===== src/design/assert_macros.svh =====
`ifndef ASSERT_MACROS_SVH
`define ASSERT_MACROS_SVH

// Assertion helpers shared by the RTL. Defining NO_ASSERTIONS removes them.

`ifndef NO_ASSERTIONS

// The condition must hold at every clock edge outside reset.
`define SWM_ASSERT(label, clk, rst, cond) \
  label: assert property (@(posedge clk) disable iff (rst) (cond)) \
    else $error("assertion failed");

// When the trigger holds, the condition must hold in the next cycle.
`define SWM_ASSERT_NEXT(label, clk, rst, trig, cond) \
  label: assert property (@(posedge clk) disable iff (rst) (trig) |=> (cond)) \
    else $error("assertion failed");

`else

`define SWM_ASSERT(label, clk, rst, cond)
`define SWM_ASSERT_NEXT(label, clk, rst, trig, cond)

`endif

`endif


===== src/design/swm_pkg.sv =====
`default_nettype none

package swm_pkg;

  // Configuration port.
  localparam int APB_DATA_W = 32;
  localparam int APB_ADDR_W = 3;
  localparam logic [APB_ADDR_W-1:0] ADDR_WINDOW_LENGTH = 3'h0;

  // Window length register.
  localparam int WL_WIDTH = 7;
  localparam int WL_RESET = 3;

  // Control broadcast to every cell.
  typedef struct packed {
    logic step;   // a sample is accepted this cycle
    logic full;   // the window holds its full length
    logic clear;  // empty the sorted window
  } swm_ctl_t;

  // What a sorted cell tells the cell below it about its own entry.
  typedef struct packed {
    logic vld;   // entry holds a sample
    logic lt_v;  // entry is below the incoming sample
    logic eq_r;  // entry equals the sample that leaves
  } swm_flags_t;

  // What a sorted cell tells the cell above it about its entry once the
  // leaving sample has been taken out.
  typedef struct packed {
    logic vld;
    logic lt_v;
  } swm_pass_t;

endpackage

`default_nettype wire


===== src/design/swm_sort_cell.sv =====
`default_nettype none

// One entry of the sorted window. The cell first works out which entry sits
// at its place once the leaving sample is gone, then takes that entry, the
// new sample, or the entry handed up from below.
module swm_sort_cell
  import swm_pkg::*;
#(
  parameter int SAMPLE_WIDTH = 32
) (
  input  logic                           clk,
  input  logic                           rst,
  input  swm_ctl_t                       ctl,
  input  logic signed [SAMPLE_WIDTH-1:0] sample,
  input  logic signed [SAMPLE_WIDTH-1:0] oldest,
  input  swm_flags_t                     up_flags,
  input  logic signed [SAMPLE_WIDTH-1:0] up_value,
  input  swm_pass_t                      low_pass,
  input  logic signed [SAMPLE_WIDTH-1:0] low_value,
  output swm_flags_t                     flags,
  output logic signed [SAMPLE_WIDTH-1:0] value,
  output swm_pass_t                      pass,
  output logic signed [SAMPLE_WIDTH-1:0] pass_value
);

  logic                           vld;
  logic                           vld_next;
  logic signed [SAMPLE_WIDTH-1:0] value_next;
  logic                           below;

  always_comb begin
    flags.vld  = vld;
    flags.lt_v = vld && (value < sample);
    flags.eq_r = vld && (value == oldest);

    // Of equal copies of the leaving sample, the topmost one is removed.
    below = vld && (!ctl.full || (value < oldest) || (flags.eq_r && up_flags.eq_r));

    pass.vld   = below ? vld : up_flags.vld;
    pass.lt_v  = below ? flags.lt_v : up_flags.lt_v;
    pass_value = below ? value : up_value;

    if (pass.lt_v) begin
      vld_next   = pass.vld;
      value_next = pass_value;
    end else if (low_pass.lt_v) begin
      vld_next   = 1'b1;
      value_next = sample;
    end else begin
      vld_next   = low_pass.vld;
      value_next = low_value;
    end
  end

  always_ff @(posedge clk) begin
    if (rst) begin
      vld <= 1'b0;
    end else if (ctl.clear) begin
      vld <= 1'b0;
    end else if (ctl.step) begin
      vld <= vld_next;
    end
  end

  always_ff @(posedge clk) begin
    if (ctl.step) begin
      value <= value_next;
    end
  end

endmodule

`default_nettype wire


===== config.mk =====
export PLATFORM = sky130hd
export DESIGN_NAME = swm_sort_cell
export DESIGN_NICKNAME = d
export VERILOG_FILES = /design/src/design/assert_macros.svh /design/src/design/swm_pkg.sv /design/src/design/swm_sort_cell.sv
export SDC_FILE = /design/constraint.sdc
export NUM_CORES = 1
export LEC_CHECK = 0
export BUFFER_PORTS_ARGS = -buffer_cell sky130_fd_sc_hd__buf_2
export CAP_MARGIN = 20
export CORE_MARGIN = 3
export CORE_UTILIZATION = 35
export CTS_CLUSTER_SIZE = 30
export DETAILED_ROUTE_END_ITERATION = 16
export PLACE_DENSITY_LB_ADDON = 0.1
export SKIP_CTS_REPAIR_TIMING = 1
export SLEW_MARGIN = 0
export SYNTH_ARGS = -nofsm -noshare
export SYNTH_HDL_FRONTEND = slang
export SYNTH_SLANG_ARGS = --single-unit

===== constraint.sdc =====
create_clock -name clk -period 3.7 [get_ports clk]
set_clock_uncertainty 0.15 [all_clocks]
set_input_delay 0.925 -clock clk [delete_from_list [all_inputs] [get_ports clk]]
set_output_delay 0.925 -clock clk [all_outputs]
set_load 0.01 [all_outputs]

==> key figures <==
Outcome
  • Status: finished with violations
  • Violated checks: negative setup slack

Global route
  • GRT Total Usage: 0.182
  • Global-route wire length before repair: 19,200 um
  • Largest net degree at the start of global routing: 35
  • Vias in the first global route: 4,028
  • GRT overflow: 0
  • Antenna violations before repair: 1

Die
  • Boundary Pins: 207
  • Overall die area: 0.0127 sq mm
  • Core Area: 0.0110 sq mm
  • Row count: 38
  • DIE WIDTH: 113 um
  • Initial Utilization: 0.364
  • Die Ht: 113 um

STA
  • Fmax: 0.231 GHz
  • Hold Slack: 0.622 ns
  • Setup TNS: -20.04 ns
  • Final min period: 4.32 ns
  • Finish-stage setup viols: 62
  • Final worst slack: -0.621 ns
  • Period utilization: 1.17
  • Rel. slew slack: 0.397
  • Final hold vios: 0
  • Unrepaired setup endpoints after global routing: true
  • Slew @ Worst Pin: 0.905 ns
  • Final slew viol count: 0

Worst setup path
  • Worst Path Arrival: 3.25 ns
  • CP endpoint kind: output pin
  • Data required time of the worst path: 2.62 ns
  • Reg2reg path depth: 13
  • R2r endpoint: value[6]
  • Critical Path Fanout Max: 8
  • Crit Reg-Reg Startpoint: value[19]
  • Crit start category: input pin
  • R2r setup slk: 0.11 ns
  • Setup CP Type: input pin to output pin

Detailed routing
  • Routed WL: 13,700 um
  • Drt drc: 0
  • Drt wl/cell: 17.2 um
  • Via density: 4.99
  • DRT Pass-1 Iters: 4
  • Vias: 3,974
  • Iteration-0 DRC Markers: 136
  • ANT nets after route: 0

Yosys
  • Asr flop ratio synth: 0
  • Post-synthesis register bit count: 33
  • Synth warnings: 0
  • Yosys cell types: 47
  • Post-synthesis sequential area ratio: 0.245
  • Post-synth EDFFs: 32
  • Syn Nets: 592
  • Synthesized area: 0.00400 sq mm
  • Mapped Cells: 391
  • Mean area per synthesized cell: 10.2 sq um
  • Ys flop type: edfxtp_1

Final layout
  • ANT cells: 0
  • Final core utilization: 0.612
  • Most frequent cells in the layout: 174 x buf_2, 60 x inv_1, 57 x mux2_4
  • Ratio of cells with drive above 1 in the final layout: 0.648
  • Final-stage net count: 858
  • Fin area: 0.00672 sq mm
  • Finished Layout Cells: 797
  • Commonest non-fill, non-tap cell in the layout: buf_2
  • P&R area growth vs syn: 68.1%

Worst hold path
  • WHS Path Cells: 2
  • Hold WC Path Type: flop to flop
  • Min-Delay Startpoint: vld
  • Worst hold endpoint: vld

Clock network
  • CTS tree: built
  • Worst-path clk slew: 0.05 ns
  • Clock latency on the worst-skew pair: 0.28 ns
  • H-tree depth: 2
  • Number of CTS-inserted buffers: 5
  • Max Root-Sink Buffers: 2
  • CTS sink count: 33
  • Root Driver: clkbuf_16

Place
  • HPWL after detailed placement: 9710 um
  • IO buf count: 206
  • Dpl cell area: 0.00552 sq mm
  • Placed Cells: 769
  • GPL Wtd Cong: 0.757

Power and ir drop
  • Logic pwr share: 0.495
  • Sequential power share: 0.278
  • Switching share of power: 0.323
  • Worst vdd ir: 0.145 mV
  • Power Density: 264 mW/mm^2
  • Clk pwr share: 0.227
  • Pint: 0.00120 W
  • LEAKAGE: 3.46 nW
  • Psw: 0.000573 W

Flow run
  • Maxcap violations: 0
[power groups by stage]
stage | registers, W | logic, W | clock network, W
2_1_floorplan | 0.000511 | 0.000359 | 0
3_3_place_gp | 0.000494 | 0.000649 | 0
3_5_place_dp | 0.000495 | 0.000661 | 0
4_1_cts | 0.000488 | 0.000666 | 0.000414
5_1_grt | 0.000500 | 0.000960 | 0.000433
6_report | 0.000494 | 0.000879 | 0.000402
[per-layer routing]
metal | vias up | track usage | wire (um)
li1 | 1943 | - | -
met1 | 1887 | 0.220 | 5620
met2 | 132 | 0.325 | 7050
met3 | 10 | 0.0439 | 847
met4 | 2 | 0.0457 | 148
met5 | - | 0 | 13
[sequential cells by signal, indices dropped and copies added, names as in the netlist]
name,count
value,32
vld,1
[final cells by class]
class,instances,area (sq um)
Sequential cell,33,981
Timing Repair Buffer,271,1930
Clock buffer,6,129
Multi-Input combinational cell,277,3230
Tap cell,140,175
Clock inverter,1,3.75
Fill cell,921,4260
Inverter,69,272
[how the worst max path moves through the flow]
stage	end	cells after the start	startpoint	slack, ns
global route	pass_value[6]	12	oldest[9]	-0.70
floorplan	pass_value[16]	10	oldest[19]	-0.12
global placement	pass_value[10]	11	oldest[9]	-0.61
detailed placement	pass_value[10]	11	oldest[9]	-0.70
CTS	pass_value[10]	11	oldest[9]	-0.72
finish	pass_value[4]	12	oldest[19]	-0.62
[Yosys cell counts (all sizes together), types with 3 or more instances]
cell type,count,area share
a211oi,3,0.0056
a21o,6,0.011
a21oi,21,0.026
buf,8,0.020
clkbuf,4,0.0038
edfxtp,32,0.24
ha,63,0.20
inv,69,0.065
mux2,95,0.29
nand2,21,0.020
nand3,5,0.0063
nand4,11,0.020
nor2,12,0.011
nor3,3,0.0038
nor4,3,0.0078
o21ai,9,0.014
[logic make-up after synthesis]
| family | after synthesis | synth area share |
|---|---|---|
| AO/OA/AOI/OAI | 56 | 0.0929 |
| AND/OR/NAND/NOR | 63 | 0.0851 |
| multiplexers | 95 | 0.291 |
| flip-flops | 33 | 0.245 |
| buffers and inverters | 81 | 0.0885 |
| adder cells (fa/ha/maj) | 63 | 0.197 |
[per-stage QoR]
step                      power, W  worst slack [ns]
final                      0.00178            -0.621
after floorplan           0.000870            -0.120
after global placement     0.00114            -0.605
after global routing       0.00189            -0.704
after detailed placement   0.00116            -0.705
after CTS                  0.00157            -0.716
[critical path, stage by stage]
cell and delay [ns]:
buf_8 0.10, inv_8 0.04, ha_4 0.18, and3_4 0.18, a221o_1 0.35, a22o_1 0.24, nor4_2 0.14, nand4b_1 0.23
buf_6 0.19, clkbuf_16 0.18, mux2_2 0.34, buf_2 0.14
Power figures use the tool's default switching activity.
