<file path="src/design/assert_macros.svh">
`ifndef ASSERT_MACROS_SVH
`define ASSERT_MACROS_SVH

// Assertion helpers shared by the RTL. Defining NO_ASSERTIONS removes them.

`ifndef NO_ASSERTIONS

// The condition must hold at every clock edge outside reset.
`define SWM_ASSERT(label, clk, rst, cond) \
  label: assert property (@(posedge clk) disable iff (rst) (cond)) \
    else $error("assertion failed");

// When the trigger holds, the condition must hold in the next cycle.
`define SWM_ASSERT_NEXT(label, clk, rst, trig, cond) \
  label: assert property (@(posedge clk) disable iff (rst) (trig) |=> (cond)) \
    else $error("assertion failed");

`else

`define SWM_ASSERT(label, clk, rst, cond)
`define SWM_ASSERT_NEXT(label, clk, rst, trig, cond)

`endif

`endif

</file>
<file path="src/design/swm_pkg.sv">
`default_nettype none

package swm_pkg;

  // Configuration port.
  localparam int APB_DATA_W = 32;
  localparam int APB_ADDR_W = 3;
  localparam logic [APB_ADDR_W-1:0] ADDR_WINDOW_LENGTH = 3'h0;

  // Window length register.
  localparam int WL_WIDTH = 7;
  localparam int WL_RESET = 3;

  // Control broadcast to every cell.
  typedef struct packed {
    logic step;   // a sample is accepted this cycle
    logic full;   // the window holds its full length
    logic clear;  // empty the sorted window
  } swm_ctl_t;

  // What a sorted cell tells the cell below it about its own entry.
  typedef struct packed {
    logic vld;   // entry holds a sample
    logic lt_v;  // entry is below the incoming sample
    logic eq_r;  // entry equals the sample that leaves
  } swm_flags_t;

  // What a sorted cell tells the cell above it about its entry once the
  // leaving sample has been taken out.
  typedef struct packed {
    logic vld;
    logic lt_v;
  } swm_pass_t;

endpackage

`default_nettype wire

</file>
<file path="src/design/swm_arr_cell.sv">
`default_nettype none

// One entry of the arrival-order line. Once the window is full, every entry
// takes the one above it, and the entry at the window's end takes the new
// sample, so the oldest sample always sits in entry zero.
module swm_arr_cell
  import swm_pkg::*;
#(
  parameter int SAMPLE_WIDTH = 32,
  parameter int IDX_W = 6,
  parameter int POS = 0
) (
  input  logic                           clk,
  input  swm_ctl_t                       ctl,
  input  logic        [IDX_W-1:0]        fill,
  input  logic        [IDX_W-1:0]        k_last,
  input  logic signed [SAMPLE_WIDTH-1:0] sample,
  input  logic signed [SAMPLE_WIDTH-1:0] up_value,
  output logic signed [SAMPLE_WIDTH-1:0] value
);

  always_ff @(posedge clk) begin
    if (ctl.step) begin
      if (ctl.full) begin
        if (k_last == IDX_W'(POS)) begin
          value <= sample;
        end else begin
          value <= up_value;
        end
      end else if (fill == IDX_W'(POS)) begin
        value <= sample;
      end
    end
  end

endmodule

`default_nettype wire

</file>
<file path="config.mk">
export PLATFORM = sky130hd
export DESIGN_NAME = swm_arr_cell
export DESIGN_NICKNAME = d
export VERILOG_FILES = /design/src/design/assert_macros.svh /design/src/design/swm_pkg.sv /design/src/design/swm_arr_cell.sv
export SDC_FILE = /design/constraint.sdc
export NUM_CORES = 1
export LEC_CHECK = 0
export ABC_AREA = 1
export BUFFER_PORTS_ARGS = -buffer_cell sky130_fd_sc_hd__clkbuf_2
export CAP_MARGIN = 20
export CORE_UTILIZATION = 40
export CTS_BUF_LIST = sky130_fd_sc_hd__clkbuf_8 sky130_fd_sc_hd__clkbuf_16
export CTS_CLUSTER_SIZE = 20
export DETAILED_ROUTE_END_ITERATION = 6
export HOLD_SLACK_MARGIN = 0.1
export PLACE_DENSITY = 0.8
export SYNTH_ARGS = -nofsm -noshare
export SYNTH_HDL_FRONTEND = slang
export SYNTH_SLANG_ARGS = --single-unit
</file>
<file path="constraint.sdc">
create_clock -name clk -period 4.4 [get_ports clk]
set_input_delay 0.44 -clock clk [delete_from_list [all_inputs] [get_ports clk]]
set_output_delay 0.44 -clock clk [all_outputs]
set_load 0.03 [all_outputs]
</file>
==> results of run 1 <==
-- metrics by stage --
step / power [µW] / cell area [µm²] / std cells
after floorplan: 466.5 / 1490 / 149
after global placement: 521.2 / 2041 / 295
after detailed placement: 524.9 / 2041 / 295
after CTS: 729.8 / 2121 / 303
after global routing: 755.1 / 2121 / 303
final: 722.9 / 2121 / 303
-- metal layers --
| metal | share of wire [%] | track usage [%] | up-vias |
|---|---|---|---|
| met1 | 39 | 22.29 | 624 |
| met4 | 2.2 | 12.21 | 0 |
| met3 | 8.9 | 4.927 | 7 |
| met2 | 50 | 34.27 | 74 |
| met5 | 0 | 0 | - |
| li1 | - | - | 717 |
-- final timing paths --
path                   to  cells after the start  startpoint  slack, ns
max    value[2]$_DFFE_PP_                      3      ctl[1]       2.26
min   value[20]$_DFFE_PP_                      3  sample[20]       0.42
-- report_power, final --
group | switching [µW] | total [µW] | internal, µW | leakage [µW]
clock | 100 | 205 | 105 | 0.0000482
sequential | 5.66 | 370 | 365 | 0.000295
combinational | 94.4 | 147 | 52.9 | 0.000763
-- final cells by class --
type	count	area share, %
timing repair buffer	110	25.96
clock inverter	3	0.5310
clock buffer	5	3.245
multi-input combinational	106	22.06
inverter	1	0.1770
tap	46	2.714
sequential	32	45.31
-- kinds of logic after synthesis --
logic type             Yosys count  share of synthesized area, %
flip-flops                      32                         64.48
buffers and inverters           11                         4.869
AND/OR/NAND/NOR                105                         30.14
AO/OA/AOI/OAI                    1                        0.5040
-- worst min-delay path: stages --
cell	delay [ns]
clkbuf_2	0.07
nand2_1	0.04
nand2_1	0.04
-- cell usage in the layout, fill, tap and decap left out, types with 3 or more instances in the layout --
master      n
clkbuf_2  110
nand2_1    64
nand3_1    33
edfxtp_1   32
nor2_1      6
clkbuf_8    5
inv_1       3
==> results.tsv, run 1 <==
metric	value	unit
slew_violations	0	
ys.flop_type	edfxtp_1	
syn_area	1490	µm²
numCtsBuffers	5	
ant_nets	0	
synth_area_leaders	edfxtp_1 (64%), nand2_1 (16%), nand3_1 (11%)	
required	4.30	ns
num_rows	21	
io_pins	112	
hp-class	in2reg	
outcome	finished clean	
gp_congestion	0.6988	
cts_resized	0	
fillerInstances	318	
ir_drop	0.1912	mV
yosys-top-cells-count	nand2_1 (64), nand3_1 (33), edfxtp_1 (32), buf_2 (7), nor2_1 (6)	
utilization	61.61	%
first_global_vias	1363	
cp.arrival	2.04	ns
path_clk_slew	0.06	ns
largest_register_ffs	32	
cp_slowest_cell	a21boi_4	
fin_crit_sh	48.71	%
gr-total-overflow	0	
fin_ws	2.257	ns
synth.largest_area_cell	edfxtp_1	
async_reset_ff_share	0	%
routed_wirelength	3647	µm
grt_antenna_before_repair	0	
worst_slew_pin_slew	1.026	ns
cts_setup_buffers	0	
io_buffer_count	110	
hold_buffers	0	
start_kind	input pin	
die_h	63.04	µm
ys_types	10	
syn_avg_cell_area	10.00	µm²
regArea	960.9	µm²
ys_seq_area_share	64.48	%
clkSinkCount	32	
num_antenna_cells	0	
clk_path_buf_depth	2	
htreeDepth	2	
initial_utilization	43.29	%
path_delay_family	compound AO/OA/AOI/OAI gates	
dr.first_iter.drc_count	70	
rsz0062_at_grt	no	
synth_top_area_share	64.48	%
drc	0	
synth-edff-count	32	
tns	0	ns
syn_inst	149	
grt_pass1_wl	5982	µm
path_cells	clkbuf_2 > inv_1 > a21boi_4	
dr.pass1.iters	4	
synthesis.nets	229	
hold-worst-slack	0.4195	ns
fmax	0.4666	GHz
die-area	3973	µm²
grt_max_degree	35	
p_per_area	340.9	nW/µm²
top_register	value	
synth.ff_latch_count	32	
reg.largest.list	value: 32 flops	
cts-root-buf	clkbuf_8	
drive_gt1_share	45.91	%
cp_num_buf_inv	2	
cp_max_fo	34	
multi_input_area	467.9	µm²
final-hold-violation-count	0	
worstSetupPathType	in2reg	
p_leak	0.001106	µW
track_usage	20.07	%
vias	1422	
end_kind	register	
fp.coreArea	3442	µm²
synthMostInstantiatedCell	nand2_1	
routedWlPerCell	12.04	µm
fin_crit	2.143	ns
setup_viol	0	
maxCapViolations	0	
die_w	63.04	µm
final_nets	336	
ys_warn_count	0	
viasPerCell	4.693	
relSlewSlack	31.41	%
pre_cts_ws	1.965	ns
cpPeakStageDelay	0.84	ns
cts_tree	done	
syn_to_final_growth	42.32	%
No activity file was read; power rests on OpenSTA's default activity.
==> run 2, diff against run 1 <==
- clock period: 4.4 -> 2 ns (I/O delays scaled with it)
==> results.tsv, run 2 (synthesized netlist as in run 1, its figures left out) <==
metric	value	unit	change
io_pins	112		unchanged
die-area	3973	µm²	unchanged
ant_nets	0		unchanged
numCtsBuffers	5		unchanged
dp_hpwl	2743	µm	
final_common_cell	clkbuf_2		unchanged
syn_to_final_growth	45.17	%	was 42.32%
path_delay_family	flip-flops		was compound AO/OA/AOI/OAI gates
largest_register_ffs	32		unchanged
num_rows	21		unchanged
hold_buffers	0		unchanged
num_antenna_cells	0		unchanged
cp_slowest_cell	edfxtp_1		was a21boi_4
cp.arrival	0.84	ns	was 2.04 ns
tns	0	ns	unchanged
worst_slew_pin_slew	0.3559	ns	was 1.026 ns
routed_wirelength	3635	µm	was 3647 µm
cts_resized	0		unchanged
final-hold-violation-count	0		unchanged
start_kind	register		was input pin
drive_gt1_share	46.74	%	was 45.91%
die_h	63.04	µm	unchanged
reg.largest.list	value: 32 flops		unchanged
viasPerCell	4.648		was 4.693
drc	0		unchanged
gr-total-overflow	0		unchanged
first_global_vias	1409		was 1,363
top_register	value		unchanged
cp_num_buf_inv	1		was 2
gp_congestion	0.6957		was 0.6988
grt_antenna_before_repair	0		unchanged
worst-path-stages	1		was 3
grt_max_degree	33		was 35
htreeDepth	2		unchanged
fin_crit	1.042	ns	
io_buffer_count	110		unchanged
layout_common_cells	clkbuf_2 (110), nand2_1 (64), nand3_1 (33)		unchanged
cts_setup_buffers	0		unchanged
path_cells	clkbuf_2		was clkbuf_2 > inv_1 > a21boi_4
finalNonFillerCells	307		was 303
path_clk_slew	0.06	ns	about the same
cpPeakStageDelay	0.38	ns	was 0.84 ns
die_w	63.04	µm	unchanged
vias	1427		was 1,422
clk_path_buf_depth	2		unchanged
worstHoldStart	sample[28]		was sample[20]
fillerInstances	324		was 318
slew_violations	0		unchanged
dr.pass1.iters	4		unchanged
cp_max_fo	1		was 34
dp_cells	299		was 295
dr.first_iter.drc_count	41		was 70
required	1.80	ns	was 4.30 ns
p_per_area	727.4	nW/µm²	was 340.9 nW/µm²
maxCapViolations	0		unchanged
cts_tree	done		unchanged
initial_utilization	43.29	%	unchanged
fp.coreArea	3442	µm²	unchanged
min_path_cells	3		unchanged
clkSinkCount	32		unchanged
setup_viol	0		unchanged
worstSetupPathType	reg2out		was in2reg
ir_drop	0.4435	mV	was 0.1912 mV
cts-root-buf	clkbuf_8		unchanged
relSlewSlack	76.25	%	was 31.41%
grt_pass1_wl	5968	µm	was 5982 µm
track_usage	19.45	%	was 20.07%
startpoint	value[16]$_DFFE_PP_		was ctl[1]
end_kind	primary output		was register
p_leak	0.001128	µW	was 0.001106 µW
fin_crit_sh	52.12	%	
routedWlPerCell	11.84	µm	was 12.04 µm
outcome	finished clean		unchanged
hp-class	in2reg		unchanged
final_nets	340		was 336
rsz0062_at_grt	no		unchanged
fmax	0.9593	GHz	
==> run 2: final timing paths <==
| check | slack [ns] | end |
|---|---|---|
| hold / removal | 0.20 | value[28]$_DFFE_PP_ |
| setup / recovery | 0.96 | value[16] |
==> run 2: where the power goes <==
part | switching (µW) | internal [µW] | leakage [µW]
Sequential | 12.9 | 802 | 0.000295
Clock | 199 | 231 | 0.0000482
Combinational | 206 | 122 | 0.000785
Total | 419 | 1160 | 0.00113
==> run 2: area by class of cell <==
class | instances | area [µm²] | area share (%)
clock buffers | 5 | 68.82 | 3.181
clock inverters | 3 | 11.26 | 0.5205
inverters | 1 | 3.754 | 0.1735
multi-input cells | 106 | 467.9 | 21.63
flip-flops and latches | 32 | 960.9 | 44.42
well taps | 46 | 57.56 | 2.661
repair buffers | 114 | 593.1 | 27.41
==> run 2: routing by layer <==
layer | GRT usage, % | vias to the layer above | routed length, µm
met5 | 0 | - | 0
met4 | 6.105 | 0 | 0
met3 | 4.562 | 0 | 305
met2 | 37.90 | 73 | 2011
met1 | 19.95 | 628 | 1318
li1 | - | 726 | -
==> run 2: metrics by stage <==
step	util [%]	hold WS (ns)	total power, µW	instance area, µm²	worst slack [ns]
4_1_cts	62.85	0.1899	1596	2163	0.9452
3_3_place_gp	60.52	0.4634	1153	2083	0.6800
6_report	62.85	0.1960	1574	2163	0.9576
5_1_grt	62.85	0.2032	1653	2163	0.9194
3_5_place_dp	60.52	0.4693	1163	2083	0.6754
2_1_floorplan	-	0.3786	1025	1494	0.2558
==> run 3, diff against run 2 <==
- clock period: 2 -> 1 ns (I/O delays scaled with it)
==> results.tsv, run 3 (synthesized netlist as in run 1, its figures left out) <==
metric	value	unit	change
htreeDepth	2		unchanged
reg.largest.list	value: 32 flops		unchanged
gp_congestion	0.7757		was 0.6957
utilization	67.94	%	was 62.85%
dp_cells	302		was 299
grt_pass1_wl	6023	µm	was 5968 µm
drive_gt1_share	47.79	%	was 46.74%
path_delay_family	flip-flops		unchanged
final_common_cell	clkbuf_2		unchanged
die_h	63.04	µm	unchanged
cpPeakStageDelay	0.39	ns	was 0.38 ns
final_nets	351		was 340
end_kind	primary output		unchanged
p_leak	0.001196	µW	was 0.001128 µW
ir_drop	0.7537	mV	was 0.4435 mV
cts-root-buf	clkbuf_8		unchanged
first_global_vias	1390		was 1,409
fmax	1.054	GHz	
top_register	value		unchanged
fp.coreArea	3442	µm²	unchanged
track_usage	20.05	%	was 19.45%
setup_viol	0		unchanged
fin_crit	0.9492	ns	
viasPerCell	4.695		was 4.648
start_kind	register		unchanged
numCtsBuffers	5		unchanged
p_per_area	1379	nW/µm²	was 727.4 nW/µm²
dr.first_iter.drc_count	75		was 41
required	0.90	ns	was 1.80 ns
vias	1493		was 1,427
cts_setup_buffers	0		unchanged
dr.pass1.iters	5		was 4
routed_wirelength	3862	µm	was 3635 µm
initial_utilization	43.29	%	unchanged
num_antenna_cells	0		unchanged
ant_nets	0		unchanged
grt_antenna_before_repair	0		unchanged
cts_tree	done		unchanged
placed_cell_area	2178	µm²	was 2083 µm²
cp.arrival	0.85	ns	was 0.84 ns
cp_slowest_cell	edfxtp_1		unchanged
die_w	63.04	µm	unchanged
rsz0062_at_grt	no		unchanged
layout_common_cells	clkbuf_2 (110), nand2_1 (64), nand3_1 (32), edfxtp_1 (32), dlygate4sd3_1 (8)		was clkbuf_2 (110), nand2_1 (64), nand3_1 (33)
worst_slew_pin_slew	0.3337	ns	was 0.3559 ns
drc	0		unchanged
hp-class	in2reg		unchanged
die-area	3973	µm²	unchanged
num_rows	21		unchanged
worstSetupPathType	reg2out		unchanged
final-hold-violation-count	0		unchanged
routedWlPerCell	12.14	µm	was 11.84 µm
io_buffer_count	110		unchanged
dp_hpwl	2795	µm	was 2743 µm
clk_path_buf_depth	2		unchanged
syn_to_final_growth	56.93	%	was 45.17%
fin_ws	0.05084	ns	was 0.9576 ns
fin_area	2338	µm²	was 2163 µm²
cp_max_fo	1		unchanged
clkSinkCount	32		unchanged
grt_max_degree	33		unchanged
relSlewSlack	77.75	%	was 76.25%
path_cells	clkbuf_2		unchanged
cts_resized	0		unchanged
largest_register_ffs	32		unchanged
io_pins	112		unchanged
fin_crit_sh	94.92	%	
slew_violations	0		unchanged
cp_num_buf_inv	1		unchanged
gr-total-overflow	0		unchanged
hold_buffers	8		was 0
maxCapViolations	0		unchanged
path_clk_slew	0.06	ns	about the same
outcome	finished clean		unchanged
pre_cts_ws	-0.1200	ns	was 0.6754 ns
finalNonFillerCells	318		was 307
-- run 3: per-stage QoR --
step                TNS [ns]  total power (µW)  hold slack [ns]
floorplan             -9.083              2058           0.2786
global placement      -4.958              2353           0.3683
detailed placement    -6.020              2366           0.3713
CTS                        0              3244           0.1004
global route               0              3373           0.1050
finish                     0              3224           0.1033
-- run 3: path summary, 6_finish.rpt --
path / start / endpoint / cells after the start
setup / recovery: value[7]$_DFFE_PP_ / value[7] / 1
hold / removal: sample[4] / value[4]$_DFFE_PP_ / 3
-- run 3: power by group --
| part | total [µW] | leakage [µW] | switching [µW] | internal [µW] |
|---|---|---|---|---|
| clock | 863 | 0.0000482 | 400 | 462 |
| combinational | 732 | 0.000853 | 438 | 294 |
| sequential | 1630 | 0.000295 | 25.9 | 1600 |
| total | 3220 | 0.00120 | 864 | 2360 |
-- run 3: cell type report --
type / instances / area (µm²)
clock inverter: 3 / 11.26
sequential: 32 / 960.9
timing repair buffer: 125 / 745.7
clock buffer: 5 / 68.82
tap: 46 / 57.56
inverter: 1 / 3.754
fill: 297 / 1104
multi-input combinational: 106 / 490.5
-- run 3: metal layers --
metal	track usage, %	vias to the layer above	share of wire, %
li1	-	748	-
met1	21.07	650	37
met2	37.50	87	54
met3	4.562	8	6.7
met4	8.721	0	2.3
met5	0	-	0
